==> src/rtl/dag_ancestor_closure_macros.svh <==
// Assertion macros for the ancestor-closure block.
// Expects clk and rst_n in scope at the point of use.
`ifndef DAG_ANCESTOR_CLOSURE_MACROS_SVH
`define DAG_ANCESTOR_CLOSURE_MACROS_SVH

// Consequent must hold in the same cycle as the antecedent.
`define DAC_ASSERT_SAME(label, ante, cons, msg) \
  label: assert property (@(posedge clk) disable iff (!rst_n) (ante) |-> (cons)) \
    else $error(msg);

// Consequent must hold in the cycle after the antecedent.
`define DAC_ASSERT_NEXT(label, ante, cons, msg) \
  label: assert property (@(posedge clk) disable iff (!rst_n) (ante) |=> (cons)) \
    else $error(msg);

`endif

==> src/rtl/dac_pkg.sv <==
// Shared types and constants for the ancestor-closure block.
// No dependencies; used by the sequencer, datapath and top level.
package dac_pkg;

  localparam int MASK_W = 64;  // ancestor mask / row width
  localparam int NODE_W = 6;   // node index field width
  localparam int CNT_W  = 7;   // node_count register width

  // Input opcodes
  localparam logic OP_EDGE   = 1'b0;
  localparam logic OP_FINISH = 1'b1;

  typedef struct packed {
    logic              opcode;
    logic [NODE_W-1:0] from_node;
    logic [NODE_W-1:0] to_node;
  } in_item_t;

  typedef struct packed {
    logic [NODE_W-1:0] node_index;
    logic [MASK_W-1:0] ancestor_mask;
    logic              last;
  } out_item_t;

  // Microprogram step addresses
  typedef logic [3:0] step_t;
  localparam step_t ST_WAIT     = 4'd0;
  localparam step_t ST_DISPATCH = 4'd1;
  localparam step_t ST_EDGE_WR  = 4'd2;
  localparam step_t ST_FIN_INIT = 4'd3;
  localparam step_t ST_K_RD     = 4'd4;
  localparam step_t ST_K_LATCH  = 4'd5;
  localparam step_t ST_V_RD     = 4'd6;
  localparam step_t ST_V_WR     = 4'd7;
  localparam step_t ST_K_NEXT   = 4'd8;
  localparam step_t ST_E_RD     = 4'd9;
  localparam step_t ST_E_OUT    = 4'd10;
  localparam step_t ST_CLEAR    = 4'd11;

  typedef enum logic [1:0] {HOLD_NONE, HOLD_IN, HOLD_OUT} hold_t;
  typedef enum logic [1:0] {RD_NONE, RD_TO, RD_K, RD_V} rd_sel_t;
  typedef enum logic [1:0] {WR_NONE, WR_EDGE, WR_CLOSE} wr_sel_t;
  typedef enum logic [2:0] {J_NEXT, J_ALWAYS, J_FIN, J_V_MORE, J_K_MORE} jcond_t;

  // One microcode word
  typedef struct packed {
    hold_t   hold;
    logic    in_ready;
    logic    capture;
    rd_sel_t rd_sel;
    logic    latch_rowk;
    wr_sel_t wr_sel;
    logic    k_clr;
    logic    k_inc;
    logic    v_clr;
    logic    v_inc;
    logic    out_load;
    logic    clear_all;
    jcond_t  jcond;
    step_t   target;
  } ctrl_word_t;

  // Datapath status seen by the sequencer
  typedef struct packed {
    logic in_valid;
    logic is_fin;
    logic v_more;
    logic k_more;
    logic out_busy;
  } dp_status_t;

endpackage

==> src/rtl/dac_seq.sv <==
// Microcode sequencer: step counter, control ROM and jump logic.
// Depends on dac_pkg.
module dac_seq
  import dac_pkg::*;
(
  input  logic       clk,
  input  logic       rst_n,
  input  dp_status_t status,
  output ctrl_word_t ctrl
);

  // Control ROM
  function automatic ctrl_word_t ucode(input step_t s);
    ctrl_word_t w;
    w = '0;
    unique case (s)
      ST_WAIT: begin
        w.hold     = HOLD_IN;
        w.in_ready = 1'b1;
        w.capture  = 1'b1;
      end
      ST_DISPATCH: begin
        w.rd_sel = RD_TO;
        w.jcond  = J_FIN;
        w.target = ST_FIN_INIT;
      end
      ST_EDGE_WR: begin
        w.wr_sel = WR_EDGE;
        w.jcond  = J_ALWAYS;
        w.target = ST_WAIT;
      end
      ST_FIN_INIT: begin
        w.k_clr = 1'b1;
        w.v_clr = 1'b1;
      end
      ST_K_RD:    w.rd_sel = RD_K;
      ST_K_LATCH: w.latch_rowk = 1'b1;
      ST_V_RD:    w.rd_sel = RD_V;
      ST_V_WR: begin
        w.wr_sel = WR_CLOSE;
        w.v_inc  = 1'b1;
        w.jcond  = J_V_MORE;
        w.target = ST_V_RD;
      end
      ST_K_NEXT: begin
        w.v_clr  = 1'b1;
        w.k_inc  = 1'b1;
        w.jcond  = J_K_MORE;
        w.target = ST_K_RD;
      end
      ST_E_RD: w.rd_sel = RD_V;
      ST_E_OUT: begin
        w.hold     = HOLD_OUT;
        w.out_load = 1'b1;
        w.v_inc    = 1'b1;
        w.jcond    = J_V_MORE;
        w.target   = ST_E_RD;
      end
      ST_CLEAR: begin
        w.clear_all = 1'b1;
        w.jcond     = J_ALWAYS;
        w.target    = ST_WAIT;
      end
      default: begin
        w.jcond  = J_ALWAYS;
        w.target = ST_WAIT;
      end
    endcase
    return w;
  endfunction

  step_t      step_r, step_nxt;
  ctrl_word_t word;
  logic       held;
  logic       take;

  assign word = ucode(step_r);

  // Step repeats with no side effects while its wait condition holds
  always_comb begin
    unique case (word.hold)
      HOLD_IN:  held = !status.in_valid;
      HOLD_OUT: held = status.out_busy;
      default:  held = 1'b0;
    endcase
  end

  // Jump condition
  always_comb begin
    unique case (word.jcond)
      J_ALWAYS: take = 1'b1;
      J_FIN:    take = status.is_fin;
      J_V_MORE: take = status.v_more;
      J_K_MORE: take = status.k_more;
      default:  take = 1'b0;
    endcase
  end

  always_comb begin
    priority if (held) begin
      step_nxt = step_r;
    end else if (take) begin
      step_nxt = word.target;
    end else begin
      step_nxt = step_r + 4'd1;
    end
  end

  always_ff @(posedge clk) begin
    if (!rst_n) begin
      step_r <= ST_WAIT;
    end else begin
      step_r <= step_nxt;
    end
  end

  // Gate the effects of a held step
  always_comb begin
    ctrl = word;
    if (held) begin
      ctrl.capture    = 1'b0;
      ctrl.rd_sel     = RD_NONE;
      ctrl.latch_rowk = 1'b0;
      ctrl.wr_sel     = WR_NONE;
      ctrl.k_clr      = 1'b0;
      ctrl.k_inc      = 1'b0;
      ctrl.v_clr      = 1'b0;
      ctrl.v_inc      = 1'b0;
      ctrl.out_load   = 1'b0;
      ctrl.clear_all  = 1'b0;
    end
  end

endmodule

==> config.mk <==
export PLATFORM = sky130hd
export DESIGN_NAME = dac_seq
export DESIGN_NICKNAME = d
export VERILOG_FILES = /design/src/rtl/dag_ancestor_closure_macros.svh /design/src/rtl/dac_pkg.sv /design/src/rtl/dac_seq.sv
export SDC_FILE = /design/constraint.sdc
export NUM_CORES = 1
export LEC_CHECK = 0
export BUFFER_PORTS_ARGS = -buffer_cell sky130_fd_sc_hd__buf_2
export CORE_MARGIN = 2
export CORE_UTILIZATION = 48
export DETAILED_ROUTE_END_ITERATION = 12
export GPL_ROUTABILITY_DRIVEN = 0
export GPL_TIMING_DRIVEN = 0
export HOLD_SLACK_MARGIN = 0.03
export PLACE_DENSITY = 0.78
export SYNTH_ARGS = -nofsm -noshare
export SYNTH_HDL_FRONTEND = slang
export SYNTH_SLANG_ARGS = --single-unit
==> constraint.sdc <==
create_clock -name clk -period 3.2 [get_ports clk]
set_input_delay 0.64 -clock clk [delete_from_list [all_inputs] [get_ports clk]]
set_output_delay 0.64 -clock clk [all_outputs]
set_load 0.05 [all_outputs]
# Yosys cells after proc, flatten, opt, wreduce, memory -nomap -nowiden
# Cells that the tools add are included.
# totals
regBits	4
inputBits	7
output_inout_bits	22
elab_cells	41
# classes
addsub	1
eq_ne	17
n_mux	16
reduce_logical	6
# op_table
operator	count
case mux 7 bit (5 select lines)	1
== test 4 x 3 -> 1 bit (second input constant)	4
== test 4 bit (second input constant)	4
2-to-1 mux 12 bit	1
== test 4 x 2 -> 1 bit (second input constant)	2
case mux 2 bit (2 select lines)	2
2-to-1 mux 1 bit	7
== test 3 x 2 -> 1 bit (second input constant)	2
case mux 2 bit (3 select lines)	1
OR reduction 2 bit	3
OR reduction 6 bit	1
adder 4 x 1 -> 4 bit (second input constant)	1
== test 4 x 1 -> 1 bit (second input constant)	1
zero test 4 bit	1
2-to-1 mux 4 bit	1
case mux 1 bit (4 select lines)	1
== test 3 x 1 -> 1 bit (second input constant)	1
== test 3 bit (second input constant)	1
== test 2 x 1 -> 1 bit (second input constant)	1
== test 2 bit (second input constant)	1
2-to-1 mux 2 bit	1
case mux 1 bit (2 select lines)	1
zero test 1 bit	1

# Logic depth before layout (Yosys ltp)
# Gate-level depths: netlist (run 1).
# logic_depth
word_depth	6
mapped_depth	12

# Least setup slack after synthesis (run 1)
# Ideal clock, no wire load.
# synth_path
kind	register to output
start	reg step_r[0]
end	out ctrl[10] (netlist bit)
arrival_time_ns	2.889
required_ns	2.560
setup_slack_ns	-0.329
stages_incl_launch_ff	12
n_path_buf	2
cell_sequence	dfxtp_1 > inv_1 > ha_1 > buf_4 > nand2_1 > inv_1 > ha_1 > nand2b_1 > a21oi_1 > clkbuf_1 > nor2_1 > or2_2
# synth_rtl
element	line	text
start, declared	dac_seq.sv:72	step_t step_r, step_nxt;
start signal, assigned	dac_seq.sv:113	step_r <= step_nxt;
end, declared	dac_seq.sv:9	output ctrl_word_t ctrl

==> results of run 1 <==
## final timing paths
check                                  to  slack, ps  cells past startpoint
worst max register to register  step_r[2]       1040                     12
worst max-delay path             ctrl[10]        170                     11
worst min-delay path            step_r[0]        510                      2
worst min register to register  step_r[0]        510                      2
## area by class of cell
class	count	area [um2]
well taps	16	20.02
repair buffers	29	147.6
inverters	7	31.28
fillers	131	503.0
flip-flops and latches	4	81.33
multi-input cells	86	645.6
plain buffers	8	55.05
clock buffers	3	22.52
## repair_timing
item,CTS,global route
hold buffers,0,0
pin swaps,0,1
setup buffers,0,1
endpoints found under the setup margin,1,10
gates resized for setup,2,9
## layer usage
metal | wire length (um) | vias to the layer above | global-route usage [%] | part of all wire, %
li1 | - | 448 | - | -
met1 | 880 | 433 | 29.38 | 42
met2 | 1078 | 46 | 40.00 | 52
met3 | 133 | 0 | 3.673 | 6.4
met4 | 0 | 0 | 5.455 | 0
met5 | 0 | - | 0 | 0
## tightest hold or removal path, delay by kind of cell (launching register included)
family | cells | cell delay [ps]
AO/OA/AOI/OAI | 1 | 70
AND/OR/NAND/NOR | 1 | 60
flip-flops | 1 | 330
## per-stage QoR
| stage | cell area (um2) | hold WS, ps |
|---|---|---|
| finish | 1003 | 512.2 |
| global route | 1003 | 536.1 |
| CTS | 969.7 | 542.7 |
| detailed placement | 943.4 | 536.1 |
| global placement | 943.4 | 528.9 |
| floorplan | 783.3 | 485.8 |
## cells in the mapped netlist (2+ instances only)
master and instances:
a31oi_1 3, a211o_1 2, dfxtp_1 4, and3_1 5, nor2b_1 3, nand3b_1 2
nand4b_1 2, o221ai_1 2, nor3_1 2, buf_2 5, ha_1 7, nand2b_1 4
a21oi_1 7, inv_1 6, and3b_1 2, nor2_1 7, o21ai_0 3, o2111ai_1 4
or2_2 2, o211ai_1 2, nand2_1 12, a21oi_2 2
## cell families (layout without fill, tap and decap cells)
logic type / Yosys count / in the layout
buffers and inverters: 15 / 47
AO/OA/AOI/OAI: 31 / 31
flip-flops: 4 / 4
adder cells (fa/ha/maj): 7 / 7
AND/OR/NAND/NOR: 48 / 48
## power by group through the flow
stage	combinational (uW)	sequential (uW)	clock, uW
after floorplan	637	74.3	0
after global placement	777	78.3	0
after detailed placement	790	78.1	0
after CTS	797	77.3	62.7
after global routing	895	80.4	65.7
final	834	78.7	58.8
==> impl_metrics.env, run 1 <==
export IMPL_nets=153
export IMPL_cp_slowest_stage_delay_ps=300
export IMPL_path_buf_inv=4
export IMPL_fin_setup_tns_ps=0
export IMPL_wl_per_cell_um=13.67
export IMPL_grt_pass1_vias=785
export IMPL_cp_arrival_ps=2390
export IMPL_cpLargestDelayFamily="simple AND/OR/NAND/NOR gates"
export IMPL_ys_seq_area_share_pct=10.32
export IMPL_synth_edff_count=0
export IMPL_core_mm2=0.001506
export IMPL_skew_ps=1.570
export IMPL_die_area_mm2=0.001954
export IMPL_yosys_area_top_type="ha_1"
export IMPL_port_buffers=28
export IMPL_finalHoldViolations=0
export IMPL_cp_slowest_cell="dfxtp_1"
export IMPL_cts_sink_count=4
export IMPL_ios=29
export IMPL_synth_main_ff_cell="dfxtp_1"
export IMPL_place_inst=149
export IMPL_dp_slack_ps=69.38
export IMPL_power_total_uw=971.4
export IMPL_synthesis_yosys_warnings=0
export IMPL_path_max_fanout=10
export IMPL_slew_headroom_pct=68.35
export IMPL_slew_viol_final=0
export IMPL_switching_share_pct=63.87
export IMPL_p_leak_uw=0.0005063
export IMPL_numCtsBuffers=3
export IMPL_crit_start="step_r[3]"
export IMPL_yosysUniqueCellTypes=39
export IMPL_route_detailed_drc=0
export IMPL_synthMuxAreaShare_pct=0
export IMPL_outcome="complete, no violations"
export IMPL_fin_ws_ps=170.5
export IMPL_worst_pin_slew_ps=474.8
export IMPL_synthTopCellsByArea="ha_1, dfxtp_1, nand2_1"
export IMPL_hp_start="step_r[0]"
export IMPL_fin_crit_ps=3029
export IMPL_final_core_util_pct=66.61
export IMPL_start_util_pct=51.50
export IMPL_htree_levels=1
export IMPL_hp_class="flip-flop to flip-flop"
export IMPL_die_x_um=44.20
export IMPL_p_int_uw=350.9
export IMPL_crit_type="flip-flop to primary output"
export IMPL_grt_total_usage_pct=22.94
export IMPL_final_common_cell="buf_2"
export IMPL_rows=14
export IMPL_hpwl_um=1613
export IMPL_clock_path_buffers=2
export IMPL_cpMostUsedCell="buf_2"
export IMPL_drtPass1Iterations=4
export IMPL_grt_max_degree=11
export IMPL_synth_area_um2=775.7
export IMPL_drive_gt1_share_pct=40.88
export IMPL_async_flop_share_pct=0
export IMPL_synthAdderAreaFrac_pct=11.29
export IMPL_cp_start_kind="flip-flop"
export IMPL_setup_violations=0
export IMPL_clkTransAtPathRegs_ps=40
export IMPL_wl_um=2092
export IMPL_p_clk_share_pct=6.1
export IMPL_synth_xor_area_share_pct=0
export IMPL_synth_cells=105
export IMPL_p_seq_share_pct=8.1
export IMPL_area_growth_pct=29.35
export IMPL_clock_fmax_ghz=0.3301
export IMPL_maxCapViolCount=0
export IMPL_clockRootBuffer="clkbuf_4"
export IMPL_synth_simple_area_share_pct=36.29
export IMPL_largest_reg_flops=4
export IMPL_dr_total_vias=927
export IMPL_vias_per_cell=6.059
export IMPL_drtAntennaViolNets=0
export IMPL_final_cell_mix="buf_2, nand2_1, ha_1"
export IMPL_r2r_start="step_r[3]"
export IMPL_diodes=0
export IMPL_synth_top_family_by_area="simple AND/OR/NAND/NOR gates"
export IMPL_grt_pass1_wl_um=3394
export IMPL_cp_end_kind="primary output"
export IMPL_combPwrFrac_pct=85.8
export IMPL_ys_ff_latch=4
export IMPL_synth_compound_area_share_pct=31.94
export IMPL_irDropWorstVdd_mv=0.5439
export IMPL_power_density_mw_per_mm2=968.1
export IMPL_cp_cell_sequence="buf_2 > buf_2 > nor2_4 > nand2_2 > inv_1 > ha_1 > nand2b_1 > a21o_4 > and3_1 > or2_2 > buf_2"
export IMPL_die_h_um=44.20
export IMPL_finalCritPeriodShare_pct=94.67
export IMPL_final_cells=153
export IMPL_netSwitchingPower_uw=620.5
export IMPL_largestRegisters="step_r: 4 flops"
export IMPL_regMostFlops="step_r"
export IMPL_rsz0062_at_grt="no"
export IMPL_drtIter0Drc=26
export IMPL_synthesis_nets=119
export IMPL_antenna_found_initial=0
export IMPL_avgSynthCellArea_um2=7.388
export IMPL_crit_required_ps=2560
export IMPL_grt_overflow_total=0
export IMPL_cts_tree="done"
export IMPL_clkLatencyLatePin_ps=230
export IMPL_synth_top_area_share_pct=11.29
Note: power is estimated with default switching activity, not from simulation.
==> inputs of run 2 (changes only) <==
==> constraint.sdc (replaced) <==
create_clock -name clk -period 2.9 [get_ports clk]
set_input_delay 0.725 -clock clk [delete_from_list [all_inputs] [get_ports clk]]
set_output_delay 0.725 -clock clk [all_outputs]
set_load 0.05 [all_outputs]
==> run 2 against run 1 <==
  * Non-clock buffer count increased by 11
  * Core utilization increased by 15 points
  * Die area unchanged
  * Critical path depth unchanged
  * Cell count increased by 7.2%
  * Largest cell class unchanged
  * Highest routed layer is now met4
==> impl_metrics.env, run 2 (synthesized netlist as in run 1, its figures left out) <==
export IMPL_outcome="complete, no violations"
export IMPL_clock_path_buffers=2
export IMPL_die_h_um=44.20
export IMPL_post_dp_cell_area_mm2=0.001039
export IMPL_skew_ps=9.841
export IMPL_grt_overflow_total=0
export IMPL_ios=29
export IMPL_cp_slowest_stage_delay_ps=330
export IMPL_largestRegisters="step_r: 4 flops"
export IMPL_hpwl_um=1689
export IMPL_crit_required_ps=2170
export IMPL_drive_gt1_share_pct=56.76
export IMPL_cp_end_kind="primary output"
export IMPL_fin_crit_ps=2874
export IMPL_die_area_mm2=0.001954
export IMPL_finalHoldViolations=0
export IMPL_p_seq_share_pct=7.5
export IMPL_final_core_util_pct=81.89
export IMPL_rows=14
export IMPL_cp_slowest_cell="dfxtp_2"
export IMPL_drtAntennaViolNets=0
export IMPL_drtPass1Iterations=6
export IMPL_cpLargestDelayFamily="simple AND/OR/NAND/NOR gates"
export IMPL_nets=164
export IMPL_antenna_found_initial=0
export IMPL_diodes=0
export IMPL_worst_pin_slew_ps=469.5
export IMPL_design_area_mm2=0.001234
export IMPL_port_buffers=28
export IMPL_area_growth_pct=59.03
export IMPL_grt_max_degree=20
export IMPL_p_int_uw=519.2
export IMPL_wl_um=2532
export IMPL_final_common_cell="buf_2"
export IMPL_p_clk_share_pct=5.9
export IMPL_cp_start_kind="flip-flop"
export IMPL_hp_class="flip-flop to flip-flop"
export IMPL_final_cell_mix="buf_2, buf_4, nand2_1"
export IMPL_route_detailed_drc=0
export IMPL_path_buf_inv=4
export IMPL_grt_pass1_wl_um=3760
export IMPL_rsz0062_at_grt="yes"
export IMPL_start_util_pct=51.50
export IMPL_clkTransAtPathRegs_ps=50
export IMPL_grt_total_usage_pct=26.07
export IMPL_irDropWorstVdd_mv=0.6655
export IMPL_dr_total_vias=995
export IMPL_clockRootBuffer="clkbuf_4"
export IMPL_crit_type="flip-flop to primary output"
export IMPL_switching_share_pct=59.91
export IMPL_maxCapViolCount=0
export IMPL_slew_viol_final=0
export IMPL_place_inst=149
export IMPL_finalCritPeriodShare_pct=99.12
export IMPL_cp_cell_sequence="buf_6 > buf_8 > nor2_4 > nand2_4 > clkinvlp_4 > ha_4 > nand2b_4 > a21o_4 > and3_4 > or2_4 > buf_8"
export IMPL_cts_sink_count=4
export IMPL_final_cells=164
export IMPL_cts_tree="done"
export IMPL_die_x_um=44.20
export IMPL_cp_arrival_ps=2150
export IMPL_slew_headroom_pct=68.53
export IMPL_cpMostUsedCell="buf_8"
export IMPL_drtIter0Drc=40
export IMPL_vias_per_cell=6.067
export IMPL_grt_pass1_vias=816
export IMPL_netSwitchingPower_uw=775.9
export IMPL_setup_violations=0
export IMPL_clkLatencyLatePin_ps=250
export IMPL_clock_fmax_ghz=0.3479
export IMPL_numCtsBuffers=3
export IMPL_htree_levels=1
export IMPL_power_density_mw_per_mm2=1050
export IMPL_largest_reg_flops=4
export IMPL_path_max_fanout=8
export IMPL_core_mm2=0.001506
export IMPL_wl_per_cell_um=15.44
export IMPL_p_leak_uw=0.0005699
export IMPL_combPwrFrac_pct=86.6
export IMPL_regMostFlops="step_r"
run 2: power groups by stage:
stage / registers [uW] / clock network [uW] / logic, uW
final: 97.4 / 76.6 / 1120
after global routing: 99.7 / 81.8 / 1190
after CTS: 91.2 / 68.4 / 1040
after detailed placement: 90.3 / 0 / 975
after global placement: 89.9 / 0 / 961
after floorplan: 85.5 / 0 / 799
run 2: final timing paths:
| path | cells past startpoint | slack, ps | startpoint | to |
|---|---|---|---|---|
| setup reg to reg | 14 | 790 | step_r[2] | step_r[3] |
| setup / recovery | 11 | 30 | step_r[2] | ctrl[10] |
| hold / removal | 2 | 520 | step_r[0] | step_r[0] |
| hold reg to reg | 2 | 520 | step_r[0] | step_r[0] |
run 2: worst reg2reg max path: stages, from the launching register on:
cell        delay, ps
dfxtp_2           330
buf_6             130
buf_8             120
nor2_4            130
nand2_4            90
clkinvlp_4         90
ha_4              140
nand2b_4           70
a21oi_4           180
clkbuf_8          160
buf_4             160
buf_4             150
nor2_1             40
a21oi_1           130
a21oi_1            80
run 2: cell type report:
class | count | area, um2
tap | 16 | 20.02
inverter | 7 | 37.54
multi-input combinational | 86 | 732.0
buffer | 7 | 68.82
timing repair buffer | 41 | 264.0
fill | 94 | 272.8
clock buffer | 3 | 22.52
sequential | 4 | 88.84
run 2: per-stage QoR:
stage          total power, uW  hold slack, ps  setup TNS (ps)  setup WS, ps
6_report                  1295           519.4               0         25.57
5_1_grt                   1368           525.4          -66.31        -52.81
4_1_cts                   1202           509.6               0         3.701
3_5_place_dp              1065           495.6          -86.44        -86.44
3_3_place_gp              1051           492.9          -57.56        -57.56
2_1_floorplan            885.0           472.2               0         3.017
run 2: routing by layer:
metal	part of all wire (%)	vias up	track usage, %	wire, um
li1	-	477	-	-
met1	38	461	32.43	958
met2	52	47	45.00	1318
met3	7.5	10	4.898	189
met4	2.6	0	8.485	65
met5	0	-	0	0
run 2: what timing repair did:
item | in CTS | in global routing
pin swaps | 3 | 7
setup buffers | 5 | 8
hold buffers | 0 | 0
setup endpoints to repair | 12 | 6
gates resized for setup | 8 | 20
